`src/rtl/sexpr_pkg.sv`:
```
// Package for the S-expression tokenizer: lexer modes, character codes, result item type.
package sexpr_pkg;

  typedef enum logic [1:0] {
    MODE_DEFAULT = 2'd0,
    MODE_STRING  = 2'd1,
    MODE_ESCAPE  = 2'd2
  } lex_mode_t;

  localparam logic [7:0] CH_DQUOTE = 8'h22;
  localparam logic [7:0] CH_SQUOTE = 8'h27;
  localparam logic [7:0] CH_BSLASH = 8'h5C;
  localparam logic [7:0] CH_LPAREN = 8'h28;
  localparam logic [7:0] CH_RPAREN = 8'h29;
  localparam logic [7:0] CH_CR     = 8'h0D;
  localparam logic [7:0] CH_LF     = 8'h0A;
  localparam logic [7:0] CH_TAB    = 8'h09;
  localparam logic [7:0] CH_SPACE  = 8'h20;
  localparam logic [7:0] CH_QMARK  = 8'h3F;

  typedef struct packed {
    logic [7:0] tbyte;
    logic       last;
    logic       err;
    logic       rlast;
  } tok_item_t;

  typedef struct packed {
    logic       ok;
    logic [7:0] val;
  } esc_dec_t;

  function automatic tok_item_t mk_item(logic [7:0] b, logic last, logic err);
    tok_item_t it;
    it.tbyte = b;
    it.last  = last;
    it.err   = err;
    it.rlast = 1'b0;
    return it;
  endfunction

  function automatic esc_dec_t decode_esc(logic [7:0] c);
    esc_dec_t d;
    d.ok  = 1'b1;
    d.val = c;
    case (c)
      8'h61:     d.val = 8'h07; // a
      8'h62:     d.val = 8'h08; // b
      8'h66:     d.val = 8'h0C; // f
      8'h6E:     d.val = 8'h0A; // n
      8'h72:     d.val = 8'h0D; // r
      8'h74:     d.val = 8'h09; // t
      8'h76:     d.val = 8'h0B; // v
      CH_BSLASH: d.val = CH_BSLASH;
      CH_SQUOTE: d.val = CH_SQUOTE;
      CH_DQUOTE: d.val = CH_DQUOTE;
      CH_QMARK:  d.val = CH_QMARK;
      default: begin
        d.ok  = 1'b0;
        d.val = 8'h00;
      end
    endcase
    return d;
  endfunction

endpackage

```
`src/rtl/sexpr_tokenizer.sv`:
```
// S-expression tokenizer: one source byte in, zero to two token bytes out.
// A result is registered into the queue and reaches out_* once the entries ahead of it drain.
// Throughput: one input byte per cycle while results drain one per cycle;
// an input that yields two results can drop in_ready until the queue is back to one entry.
// A three-entry result queue decouples the sides; in_ready is high with one entry or fewer.
// Reset (synchronous, rst_n low) sets default mode, empties the held token and the queue.
module sexpr_tokenizer (
  input  logic       clk,
  input  logic       rst_n,
  input  logic       in_valid,
  output logic       in_ready,
  input  logic [7:0] in_char_byte,
  input  logic       in_end_of_input,
  output logic       out_valid,
  input  logic       out_ready,
  output logic [7:0] out_token_byte,
  output logic       out_token_last,
  output logic       out_escape_error,
  output logic       out_run_last
);
  import sexpr_pkg::*;

  localparam int QDEPTH = 3;

  lex_mode_t  mode_r, mode_nxt;
  logic [7:0] held_byte_r, held_byte_nxt;
  logic       held_valid_r, held_valid_nxt;

  tok_item_t  q_r   [QDEPTH];
  tok_item_t  q_nxt [QDEPTH];
  logic [1:0] cnt_r, cnt_nxt;

  tok_item_t  item_a, item_b;
  logic [1:0] n_items;
  logic       in_xfer, pop;
  logic [1:0] cnt_p;
  esc_dec_t   esc;
  logic [7:0] str_head;

  assign in_ready  = (cnt_r <= 2'd1);
  assign in_xfer   = in_valid && in_ready;
  assign out_valid = (cnt_r != 2'd0);
  assign pop       = out_valid && out_ready;

  assign out_token_byte   = q_r[0].tbyte;
  assign out_token_last   = q_r[0].last;
  assign out_escape_error = q_r[0].err;
  assign out_run_last     = q_r[0].rlast;

  assign esc      = decode_esc(in_char_byte);
  // an empty string token first gets its opening quote
  assign str_head = held_valid_r ? held_byte_r : CH_DQUOTE;

  // next mode
  always_comb begin
    mode_nxt = mode_r;
    if (in_end_of_input) begin
      mode_nxt = MODE_DEFAULT;
    end else begin
      unique case (mode_r)
        MODE_STRING: begin
          if (in_char_byte == CH_DQUOTE) mode_nxt = MODE_DEFAULT;
          else if (in_char_byte == CH_BSLASH) mode_nxt = MODE_ESCAPE;
        end
        MODE_ESCAPE: begin
          mode_nxt = esc.ok ? MODE_STRING : MODE_DEFAULT;
        end
        default: begin
          if (in_char_byte == CH_DQUOTE) mode_nxt = MODE_STRING;
          else mode_nxt = MODE_DEFAULT;
        end
      endcase
    end
  end

  // result items and held token update
  always_comb begin
    n_items        = 2'd0;
    item_a         = mk_item(8'h00, 1'b0, 1'b0);
    item_b         = mk_item(8'h00, 1'b0, 1'b0);
    held_byte_nxt  = held_byte_r;
    held_valid_nxt = held_valid_r;
    if (in_end_of_input) begin
      if (held_valid_r) begin
        item_a  = mk_item(held_byte_r, 1'b1, 1'b0);
        n_items = 2'd1;
      end
      held_byte_nxt  = 8'h00;
      held_valid_nxt = 1'b0;
    end else begin
      unique case (mode_r)
        MODE_STRING: begin
          if (in_char_byte == CH_DQUOTE) begin
            item_a         = mk_item(str_head, 1'b0, 1'b0);
            item_b         = mk_item(CH_DQUOTE, 1'b1, 1'b0);
            n_items        = 2'd2;
            held_byte_nxt  = 8'h00;
            held_valid_nxt = 1'b0;
          end else if (in_char_byte == CH_BSLASH) begin
            held_byte_nxt  = str_head;
            held_valid_nxt = 1'b1;
          end else begin
            item_a         = mk_item(str_head, 1'b0, 1'b0);
            n_items        = 2'd1;
            held_byte_nxt  = in_char_byte;
            held_valid_nxt = 1'b1;
          end
        end
        MODE_ESCAPE: begin
          if (esc.ok) begin
            if (held_valid_r) begin
              item_a  = mk_item(held_byte_r, 1'b0, 1'b0);
              n_items = 2'd1;
            end
            held_byte_nxt  = esc.val;
            held_valid_nxt = 1'b1;
          end else begin
            // bad escape letter: error item, open token dropped
            item_a         = mk_item(8'h00, 1'b0, 1'b1);
            n_items        = 2'd1;
            held_byte_nxt  = 8'h00;
            held_valid_nxt = 1'b0;
          end
        end
        default: begin
          if (in_char_byte == CH_DQUOTE) begin
            // enter string mode, no output
          end else if (in_char_byte == CH_SQUOTE && !held_valid_r) begin
            item_a  = mk_item(CH_SQUOTE, 1'b1, 1'b0);
            n_items = 2'd1;
          end else if (in_char_byte == CH_LPAREN || in_char_byte == CH_RPAREN) begin
            if (held_valid_r) begin
              item_a  = mk_item(held_byte_r, 1'b1, 1'b0);
              item_b  = mk_item(in_char_byte, 1'b1, 1'b0);
              n_items = 2'd2;
            end else begin
              item_a  = mk_item(in_char_byte, 1'b1, 1'b0);
              n_items = 2'd1;
            end
            held_byte_nxt  = 8'h00;
            held_valid_nxt = 1'b0;
          end else if (in_char_byte == CH_CR || in_char_byte == CH_LF ||
                       in_char_byte == CH_TAB || in_char_byte == CH_SPACE) begin
            if (held_valid_r) begin
              item_a  = mk_item(held_byte_r, 1'b1, 1'b0);
              n_items = 2'd1;
            end
            held_byte_nxt  = 8'h00;
            held_valid_nxt = 1'b0;
          end else begin
            if (held_valid_r) begin
              item_a  = mk_item(held_byte_r, 1'b0, 1'b0);
              n_items = 2'd1;
            end
            held_byte_nxt  = in_char_byte;
            held_valid_nxt = 1'b1;
          end
        end
      endcase
    end
    if (n_items == 2'd1) item_a.rlast = 1'b1;
    if (n_items == 2'd2) item_b.rlast = 1'b1;
  end

  // result queue: shift out at head, append behind the surviving entries
  always_comb begin
    cnt_p = cnt_r - {1'b0, pop};
    for (int i = 0; i < QDEPTH; i++) begin
      if (pop && i < QDEPTH - 1) q_nxt[i] = q_r[i + 1];
      else q_nxt[i] = q_r[i];
    end
    if (in_xfer) begin
      for (int i = 0; i < QDEPTH; i++) begin
        if (n_items != 2'd0 && 2'(i) == cnt_p) q_nxt[i] = item_a;
        if (n_items == 2'd2 && 2'(i) == cnt_p + 2'd1) q_nxt[i] = item_b;
      end
      cnt_nxt = cnt_p + n_items;
    end else begin
      cnt_nxt = cnt_p;
    end
  end

  always_ff @(posedge clk) begin
    if (!rst_n) begin
      mode_r       <= MODE_DEFAULT;
      held_byte_r  <= 8'h00;
      held_valid_r <= 1'b0;
      cnt_r        <= 2'd0;
    end else begin
      cnt_r <= cnt_nxt;
      if (in_xfer) begin
        mode_r       <= mode_nxt;
        held_byte_r  <= held_byte_nxt;
        held_valid_r <= held_valid_nxt;
      end
    end
  end

  always_ff @(posedge clk) begin
    for (int i = 0; i < QDEPTH; i++) q_r[i] <= q_nxt[i];
  end

  a_cnt_range: assert property (@(posedge clk) disable iff (!rst_n)
    cnt_r <= 2'(QDEPTH))
    else $error("result queue count out of range");

  a_err_item: assert property (@(posedge clk) disable iff (!rst_n)
    out_valid && out_escape_error |-> out_token_byte == 8'h00 && !out_token_last
                                      && out_run_last)
    else $error("escape error item carries token data");

  a_held_clear: assert property (@(posedge clk) disable iff (!rst_n)
    !held_valid_r |-> held_byte_r == 8'h00)
    else $error("held byte not cleared with empty token");

  a_eoi_flush: assert property (@(posedge clk) disable iff (!rst_n)
    in_xfer && in_end_of_input |=> mode_r == MODE_DEFAULT && !held_valid_r)
    else $error("end of input did not flush the token");

endmodule
```
`config.mk`:
```
export PLATFORM = sky130hd
export DESIGN_NAME = sexpr_tokenizer
export DESIGN_NICKNAME = d
export VERILOG_FILES = /design/src/rtl/sexpr_pkg.sv /design/src/rtl/sexpr_tokenizer.sv
export SDC_FILE = /design/constraint.sdc
export NUM_CORES = 1
export LEC_CHECK = 0
export ABC_AREA = 1
export BUFFER_PORTS_ARGS = -buffer_cell sky130_fd_sc_hd__clkbuf_2
export CORE_UTILIZATION = 66
export CTS_CLUSTER_DIAMETER = 50
export CTS_CLUSTER_SIZE = 28
export DETAILED_ROUTE_END_ITERATION = 16
export GPL_ROUTABILITY_DRIVEN = 0
export GPL_TIMING_DRIVEN = 0
export PLACE_DENSITY = 0.87
export SYNTH_ARGS = -nofsm -noshare
export SYNTH_HDL_FRONTEND = slang
export SYNTH_SLANG_ARGS = --single-unit
```
`constraint.sdc`:
```
create_clock -name clk -period 5.4 [get_ports clk]
set_clock_uncertainty 0.1 [all_clocks]
set_input_delay 0.27 -clock clk [delete_from_list [all_inputs] [get_ports clk]]
set_output_delay 0.27 -clock clk [all_outputs]
set_load 0.005 [all_outputs]
```
==> results of run 1 <==
==> registers in the layout, summed over array words and instances, names as in the netlist <==
name,count
cnt_r,2
held_byte_r,8
held_valid_r,1
mode_r,2
q_r,33
==> logic make-up (layout without fill, tap and decap cells) <==
group,count (synthesis),count (layout),share of synthesized area
compound gates,118,118,0.189
mux,9,9,0.0251
xor+xnor,1,1,0.00244
fa+ha+maj,5,5,0.0174
simple gates,287,287,0.371
flops,46,46,0.287
buf+inv,88,121,0.107
==> final timing paths <==
check                                     from              to  slack (ns)  depth (start not counted)
worst max-delay path                  cnt_r[1]      q_r[0][24]        1.24                         13
worst max register to register        cnt_r[1]      q_r[0][24]        1.24                         13
worst min-delay path                     rst_n        cnt_r[1]        0.13                          3
worst min register to register  held_byte_r[4]  held_byte_r[4]        0.37                          2
==> power groups by stage <==
stage | Clock (mW) | Sequential (mW) | Combinational [mW]
detailed placement | 0 | 0.516 | 0.917
finish | 0.241 | 0.510 | 0.944
global placement | 0 | 0.513 | 0.882
global route | 0.252 | 0.522 | 1.05
CTS | 0.239 | 0.509 | 0.924
floorplan | 0 | 0.505 | 0.698
==> cell usage in the layout, fill, tap and decap left out, drive strengths merged, types with 11 or more instances in the layout <==
master	instances
a21oi	52
buf	12
clkbuf	45
dfxtp	35
edfxtp	11
inv	61
nand2	168
nand3	40
nor2	59
o21ai	43
==> metrics by stage <==
stage | power [mW] | util
final | 1.70 | 0.755
after global routing | 1.82 | 0.755
after CTS | 1.67 | 0.755
after detailed placement | 1.43 | 0.735
after global placement | 1.39 | 0.735
after floorplan | 1.20 | -
==> final cells by class <==
| class | instances | area (um2) | share of cell area |
|---|---|---|---|
| buffer | 25 | 148 | 0.0378 |
| clock buffer | 7 | 96.3 | 0.0247 |
| clock inverter | 1 | 8.76 | 0.00224 |
| inverter | 63 | 236 | 0.0606 |
| multi-input combinational | 420 | 2170 | 0.556 |
| sequential | 46 | 1030 | 0.264 |
| tap | 70 | 87.6 | 0.0224 |
| timing repair buffer | 25 | 125 | 0.0320 |
==> critical path, stage by stage, from the launching register on <==
cell and delay, ns:
dfxtp_1 0.35, inv_1 0.07, nand2_1 0.07, nand2_1 0.24
inv_1 0.16, clkbuf_1 0.46, ha_1 0.28, xnor2_1 0.20
inv_1 0.12, nor2_1 0.23, inv_1 0.13, nor2_4 0.25
inv_2 0.13, a21oi_1 0.97
==> synthesized netlist by cell type (2+ instances only) <==
| cell | count | area (um2) |
|---|---|---|
| a21oi_2 | 6 | 52.6 |
| buf_6 | 3 | 33.8 |
| o22ai_1 | 2 | 12.5 |
| nand3_2 | 3 | 30.0 |
| inv_2 | 12 | 45.0 |
| clkinv_1 | 2 | 7.51 |
| nand2_2 | 8 | 50.1 |
| mux2i_1 | 9 | 90.1 |
| nand2_1 | 157 | 589 |
| inv_1 | 49 | 184 |
| a21boi_2 | 2 | 22.5 |
| a31oi_1 | 2 | 12.5 |
| a21boi_1 | 3 | 22.5 |
| nand3b_1 | 2 | 15.0 |
| edfxtp_1 | 11 | 330 |
| nor2_4 | 7 | 78.8 |
| nor2_2 | 3 | 18.8 |
| dfxtp_1 | 35 | 701 |
| nand3_1 | 36 | 180 |
| o21ai_1 | 3 | 15.0 |
| a21oi_1 | 46 | 230 |
| or2_2 | 9 | 56.3 |
| clkbuf_1 | 13 | 48.8 |
| o21ai_0 | 40 | 200 |
| o211ai_1 | 9 | 67.6 |
| ha_1 | 5 | 62.6 |
| buf_4 | 8 | 60.1 |
| nor3_1 | 3 | 15.0 |
| nor2_1 | 49 | 184 |
| nand4_1 | 3 | 18.8 |
| nand2_4 | 3 | 33.8 |
==> layer usage <==
metal	GRT usage	vias up	share of wire
li1	-	1880	-
met1	0.415	1718	0.39
met2	0.651	223	0.48
met3	0.0688	53	0.078
met4	0.267	0	0.056
met5	0	-	0
==> impl_metrics.csv, run 1 <==
group,metric,value,unit
pwr,combPwrFrac,0.557,
synth,syn_area,0.00359,mm2
place,place_ws,1.33,ns
floorplanning,die_area,0.00573,mm2
synth,syn_avg_cell_area,6.48,um2
clock_tree,clk_latency,0.30,ns
layout,fin_area,0.00391,mm2
timing,rsz0062_at_grt,"false",
drt,drt_wl_total,10.1,mm
synth,ys_async_sr_fraction,0,
clock_tree,clkSinkCount,46,
synth,syn_inst,554,
floorplanning,chipHeight,75.7,um
setup_path,cp.required,5.21,ns
timing,period_minus_slack,4.16,ns
synth,synth-edff-count,11,
setup_path,crit_fanout,11,
timing,relSlewSlack,0.160,
clock_tree,cts_tree,"built",
setup_path,crit_path_end_kind,"register",
place,hpwl,7.55,mm
place,placed_area,0.00380,mm2
clock_tree,post-cts-setup-buffers,0,
pwr,cell_internal_pwr,929,uW
synth,ys_warn_count,0,
synth,synth-seq-cells,46,
timing,worstMarginPinSlew,1.26,ns
synth,ys_seq_area_frac,0.287,
pwr,power_frac_seq,0.301,
floorplanning,num_io_pins,26,
grt,grt_pass1_vias,3603,
timing,tns,0,ns
clock_tree,cts_root_buf,"clkbuf_8",
status,status,"finished clean",
timing,hold_ws,0.133,ns
drt,drtIter0Drc,375,
drt,route.detailed.drc,0,
drt,routed_via_density,5.90,
layout,syn_to_final_growth,8.86,%
clock_tree,cts_inserted_buffers,5,
timing,setup_viol,0,
drt,drtAntennaViolNets,0,
setup_path,start_kind,"register",
floorplanning,initial_core_util,0.694,
clock_tree,clkTransAtPathRegs,0.08,ns
clock_tree,htree_levels,2,
timing,max_clock_freq,240,MHz
synth,synthFlopType,"dfxtp_1",
timing,slew_viol_final,0,
drt,via_count,3874,
floorplanning,die_w,75.7,um
grt,grt_first_pass_wirelength,16.2,mm
layout,n_antenna_cell,0,
worst_hold_path,hold_class,"in -> reg",
pwr,ir_worst_vdd,0.000211,V
grt,grt_overflow,0,
drt,wire_per_inst,15.3,um
layout,fillers,434,
setup_path,worstSetupPathType,"reg -> reg",
clock_tree,cts_resized,0,
grt,grt_max_degree,15,
synth,syn-num-nets,572,
timing,min_period_over_period,0.771,
timing,fin_ws,1.24,ns
clock_tree,clock_path_buffers,2,
grt,grt_usage,0.376,
timing,final_hold_viol_count,0,
clock_tree,hold_buffers,0,
setup_path,crit_arrival,3.98,ns
job,drv_cap,0,
drt,drtPass1Iterations,6,
floorplanning,core,0.00517,mm2
grt,antenna_found_initial,0,
pwr,clockPowerShare,0.142,
synth,synthDistinctLibCells,42,
pwr,p_per_area,434,mW/mm2
pwr,swShare,0.452,
place,dp_cells,649,
place,place.port_buffers,25,
layout,fin_cells,657,
pwr,switchingPower,767,uW
pwr,leakage,1.95,nW
layout,nNetsFinal,604,
floorplanning,rows,26,
layout,drive_above_1_share,0.174,
Power figures use the tool's default switching activity.
==> inputs of run 2 (changes only) <==
Settings changed: CORE_UTILIZATION 66 to 61, PLACE_DENSITY 0.87 to 0.82.
Clock period 5.4 ns to 4.2 ns, I/O delays scaled along.
==> run 2 against run 1 <==
  * Die area up 8.0%
  * Critical path type unchanged
  * Final area down 0.32%
  * Non-clock buffer count unchanged
  * Register-to-register slack worse by 0.88 ns
  * Largest power group unchanged
  * Sequential share of layout area up 0.085 points
  * Sequential power up 28%
  * Core utilization down 5.7 points
  * Highest routed layer unchanged
  * Via count down 0.80%
  * Final cell count up 0.30%
==> impl_metrics.csv, run 2 (same netlist as run 1, synthesis figures left out) <==
group,metric,value,unit
status,status,"finished clean",
timing,period_minus_slack,3.84,ns
clock_tree,cts_inserted_buffers,5,
pwr,p_per_area,549,mW/mm2
setup_path,start_kind,"register",
setup_path,worstSetupPathType,"reg -> reg",
drt,drt_wl_total,9.80,mm
grt,use_met1,0.425,
layout,layout_commonest_cell,"nand2_1",
place,place_ws,0.0783,ns
drt,drtPass1Iterations,5,
timing,setup_viol,0,
layout,syn_to_final_growth,8.51,%
grt,busiest_layer,"met2",
floorplanning,die_area,0.00619,mm2
grt,met3_usage,0.0616,
timing,fin_ws,0.360,ns
layout,top_regs,"q_r: 33 flops, held_byte_r: 8 flops",
floorplanning,initial_core_util,0.644,
timing,worstMarginPinSlew,0.775,ns
setup_path,cpMostUsedCell,"inv_1",
floorplanning,die_w,78.7,um
clock_tree,htree_levels,2,
job,drv_cap,0,
drt,drtIter0Drc,348,
grt,grt_usage,0.344,
grt,grt_first_pass_wirelength,16.8,mm
place,place.port_buffers,25,
floorplanning,rows,27,
clock_tree,post-cts-setup-buffers,0,
setup_path,crit_path_end_kind,"register",
layout,drive_above_1_share,0.174,
layout,largest_reg_flops,33,
grt,met2_usage,0.589,
floorplanning,chipHeight,78.7,um
timing,slew_viol_final,0,
drt,via_count,3843,
timing,tns,0,ns
grt,grt_max_degree,15,
timing,rsz0062_at_grt,"false",
clock_tree,clock_path_buffers,2,
setup_path,critPathBufInv,6,
timing,min_period_over_period,0.914,
drt,wire_per_inst,14.9,um
grt,antenna_found_initial,0,
clock_tree,clk_latency,0.30,ns
layout,fin_area,0.00389,mm2
worst_hold_path,hold_class,"in -> reg",
setup_path,crit_arrival,3.68,ns
place,placed_area,0.00380,mm2
layout,n_antenna_cell,0,
setup_path,cp.required,4.04,ns
drt,routed_via_density,5.83,
clock_tree,cts_tree,"built",
place,hpwl,7.51,mm
clock_tree,clkTransAtPathRegs,0.09,ns
layout,top_register,"q_r",
setup_path,cpPeakStageDelay,0.65,ns
floorplanning,num_io_pins,26,
drt,route.detailed.drc,0,
floorplanning,core,0.00557,mm2
grt,grt_pass1_vias,3621,
setup_path,path_delay_family,"buffers and inverters",
clock_tree,cts_root_buf,"clkbuf_8",
timing,final_hold_viol_count,0,
layout,nNetsFinal,604,
setup_path,cp_slowest_cell,"a21oi_2",
layout,final_cell_mix,"nand2_1 (157), nor2_1 (49), inv_1 (49), a21oi_1 (45), o21ai_0 (40)",
pwr,leakage,1.94,nW
clock_tree,clkSinkCount,46,
setup_path,crit_fanout,11,
setup_path,path_cells,"inv_1 -> nand2_1 -> nand2_1 -> inv_1 -> clkbuf_1 -> ha_1 -> xnor2_1 -> inv_1 -> nor2_1 -> inv_1 -> nor2_4 -> inv_2 -> a21oi_2",
grt,grt_overflow,0,
pwr,ir_worst_vdd,0.000298,V
drt,drtAntennaViolNets,0,
clock_tree,hold_buffers,0,
timing,relSlewSlack,0.483,
timing,max_clock_freq,260,MHz
[run 2: cell types whose count changed in the layout (fill, tap and decap cells not counted)]
cell	change
a21oi_1	-1
a21oi_2	+1
clkbuf_1	+1
clkbuf_8	-2
clkinv_2	+1
[run 2: layout make-up]
class,count,area (um2)
buffer,25,148
multi-input combinational,420,2180
fill,522,1680
tap,72,90.1
inverter,63,236
clock buffer,6,72.6
clock inverter,2,13.8
sequential,46,1030
timing repair buffer,25,125
[run 2: path summary, 6_finish.rpt]
kind	startpoint	end	slack [ns]	depth (start not counted)
hold / removal	rst_n	mode_r[1]	0.06	3
hold reg to reg	held_byte_r[4]	held_byte_r[4]	0.37	2
setup reg to reg	cnt_r[1]	q_r[0][31]	0.36	13
setup / recovery	cnt_r[1]	q_r[0][31]	0.36	13
[run 2: metal layers]
| layer | vias up | wire, um |
|---|---|---|
| met5 | - | 0 |
| met4 | 0 | 298 |
| met3 | 30 | 708 |
| met2 | 190 | 4740 |
| met1 | 1743 | 4060 |
| li1 | 1880 | - |
[run 2: metrics by stage]
stage                     instances  hold WS, ns  total power, mW  utilization
after floorplan                 554        0.248             1.55            -
after global placement          651        0.355             1.80        0.682
after detailed placement        651        0.356             1.84        0.682
after CTS                       659       0.0619             2.12        0.698
after global routing            659       0.0860             2.32        0.698
final                           659       0.0578             2.14        0.698
[run 2: worst min-delay path, cell delays in order]
cell	delay (ns)
clkbuf_2	0.11
o21ai_0	0.07
a21oi_1	0.04
[run 2: power breakdown]
part | leakage, nW | total [mW] | internal (mW) | switching (mW)
clock network | 0.0452 | 0.281 | 0.118 | 0.163
registers | 0.387 | 0.655 | 0.592 | 0.0628
logic | 1.51 | 1.20 | 0.451 | 0.749
total | 1.94 | 2.14 | 1.16 | 0.974
[run 2: timing repair]
item                                    in CTS  in global routing
resized for setup                            0                  1
hold endpoints to repair                     0                  0
endpoints found under the setup margin       0                 11
==> inputs of run 3 (changes only) <==
Clock period 4.2 ns to 3.74 ns, I/O delays scaled along.
==> run 3 against run 2 <==
  * Sequential power increased by 12%
  * Non-clock buffer count fell by 1
  * Critical path depth is 1 lower
  * Sequential share of layout area barely moved
  * Die area unchanged
  * Worst hold slack worse by 0.024 ns
  * Via count shrank 0.23%
  * Clock power is 13% higher
  * Combinational power increased by 13%
  * Routed wire length grew 0.22%
  * Critical path type unchanged
  * Largest cell class unchanged
  * Highest routed layer unchanged
==> impl_metrics.csv, run 3 (same netlist as run 1, synthesis figures left out) <==
group,metric,value,unit
layout,final_cell_mix,"nand2_1 (157), nor2_1 (49), inv_1 (49), a21oi_1 (45), o21ai_0 (40)",
layout,fillers,519,
place,hpwl,7.51,mm
timing,max_clock_freq,288,MHz
clock_tree,clkSinkCount,46,
place,place_ws,-0.382,ns
timing,setup_viol,0,
status,status,"finished clean",
setup_path,crit_fanout,12,
layout,drive_above_1_share,0.174,
floorplanning,rows,27,
setup_path,start_kind,"register",
grt,grt_usage,0.344,
setup_path,cp.required,3.60,ns
timing,relSlewSlack,0.600,
drt,via_count,3834,
floorplanning,die_w,78.7,um
layout,top_regs,"q_r: 33 flops, held_byte_r: 8 flops",
place,place.port_buffers,25,
layout,top_register,"q_r",
pwr,leakage,1.94,nW
timing,rsz0062_at_grt,"false",
floorplanning,chipHeight,78.7,um
pwr,combPwrFrac,0.561,
pwr,swShare,0.457,
layout,largest_reg_flops,33,
pwr,ir_worst_vdd,0.000335,V
grt,grt_overflow,0,
drt,wl_met2,4.69,mm
drt,top_layer,"met4",
worst_hold_path,hold_class,"in -> reg",
drt,drtPass1Iterations,6,
drt,drtIter0Drc,391,
drt,wl_met3,705,um
floorplanning,core,0.00557,mm2
clock_tree,htree_levels,2,
drt,wl_met1,4.13,mm
layout,syn_to_final_growth,8.62,%
timing,slew_viol_final,0,
drt,drtAntennaViolNets,0,
timing,period_minus_slack,3.48,ns
timing,final_hold_viol_count,0,
clock_tree,clk_latency,0.30,ns
setup_path,worstSetupPathType,"reg -> reg",
clock_tree,hold_buffers,0,
pwr,p_total,2.40,mW
clock_tree,cts_root_buf,"clkbuf_8",
timing,min_period_over_period,0.930,
layout,nNetsFinal,603,
pwr,switchingPower,1.10,mW
pwr,clockPowerShare,0.132,
grt,grt_first_pass_wirelength,16.8,mm
setup_path,crit_arrival,3.33,ns
pwr,p_per_area,616,mW/mm2
drt,drt_wl_total,9.83,mm
grt,grt_pass1_vias,3624,
timing,fin_ws,0.263,ns
clock_tree,cts_tree,"built",
floorplanning,num_io_pins,26,
clock_tree,cts_inserted_buffers,5,
setup_path,crit_path_end_kind,"register",
job,drv_cap,0,
layout,layout_commonest_cell,"nand2_1",
clock_tree,clkTransAtPathRegs,0.09,ns
drt,wire_per_inst,14.9,um
grt,grt_max_degree,15,
floorplanning,initial_core_util,0.644,
timing,worstMarginPinSlew,0.600,ns
grt,antenna_found_initial,0,
pwr,cell_internal_pwr,1.30,mW
pwr,power_frac_seq,0.306,
floorplanning,die_area,0.00619,mm2
drt,route.detailed.drc,0,
clock_tree,clock_path_buffers,2,
drt,routed_via_density,5.83,
layout,n_antenna_cell,0,
## run 3: changes by cell type in the layout (fill, tap and decap cells not counted), sizes merged
cell	delta
clkbuf	-1
## run 3: final timing paths
| check | startpoint | to | slack (ns) | cells after the start |
|---|---|---|---|---|
| setup / recovery | cnt_r[1] | q_r[0][31] | 0.26 | 12 |
| hold / removal | rst_n | mode_r[1] | 0.03 | 3 |
| setup reg to reg | cnt_r[1] | q_r[0][31] | 0.26 | 12 |
| hold reg to reg | held_byte_r[2] | held_byte_r[2] | 0.37 | 2 |
## run 3: metrics by stage
| step | instances | cell area, um2 | hold slack (ns) | TNS (ns) | utilization |
|---|---|---|---|---|---|
| 2_1_floorplan | 554 | 3590 | 0.225 | 0 | - |
| 3_3_place_gp | 651 | 3800 | 0.355 | -4.29 | 0.682 |
| 3_5_place_dp | 651 | 3800 | 0.356 | -4.19 | 0.682 |
| 4_1_cts | 659 | 3900 | 0.0389 | 0 | 0.700 |
| 5_1_grt | 658 | 3900 | 0.0631 | 0 | 0.699 |
| 6_report | 658 | 3900 | 0.0338 | 0 | 0.699 |
## run 3: routing by layer
| layer | GRT usage | up-vias |
|---|---|---|
| li1 | - | 1878 |
| met1 | 0.427 | 1741 |
| met2 | 0.592 | 183 |
| met3 | 0.0570 | 32 |
| met4 | 0.128 | 0 |
| met5 | 0 | - |
## run 3: power groups by stage
| stage | combinational (mW) | sequential, mW | clock [mW] |
|---|---|---|---|
| 2_1_floorplan | 1.01 | 0.729 | 0 |
| 3_3_place_gp | 1.28 | 0.740 | 0 |
| 3_5_place_dp | 1.32 | 0.746 | 0 |
| 4_1_cts | 1.33 | 0.736 | 0.317 |
| 5_1_grt | 1.51 | 0.753 | 0.338 |
| 6_report | 1.35 | 0.736 | 0.318 |
## run 3: cell type report
class,instances,area [um2],share of cell area
inverters,63,236,0.0607
multi-input cells,420,2180,0.560
clock inverters,2,13.8,0.00353
repair buffers,25,125,0.0321
clock buffers,6,72.6,0.0186
well taps,72,90.1,0.0231
flip-flops and latches,46,1030,0.265
plain buffers,24,144,0.0369
## run 3: what timing repair did
action,in CTS,in global routing
resized for setup,2,0
buffers inserted,0,0
endpoints found under the setup margin,11,11
pin swaps,0,0
gates cloned,0,0
## run 3: critical path, stage by stage (launching register included)
cell and delay (ns):
dfxtp_1 0.33, inv_1 0.08, nand2_1 0.07, nand2_1 0.28, inv_1 0.30, ha_1 0.29
xnor2_1 0.30, inv_1 0.12, nor2_1 0.25, inv_1 0.13, nor2_4 0.27, inv_2 0.16
a21oi_4 0.43
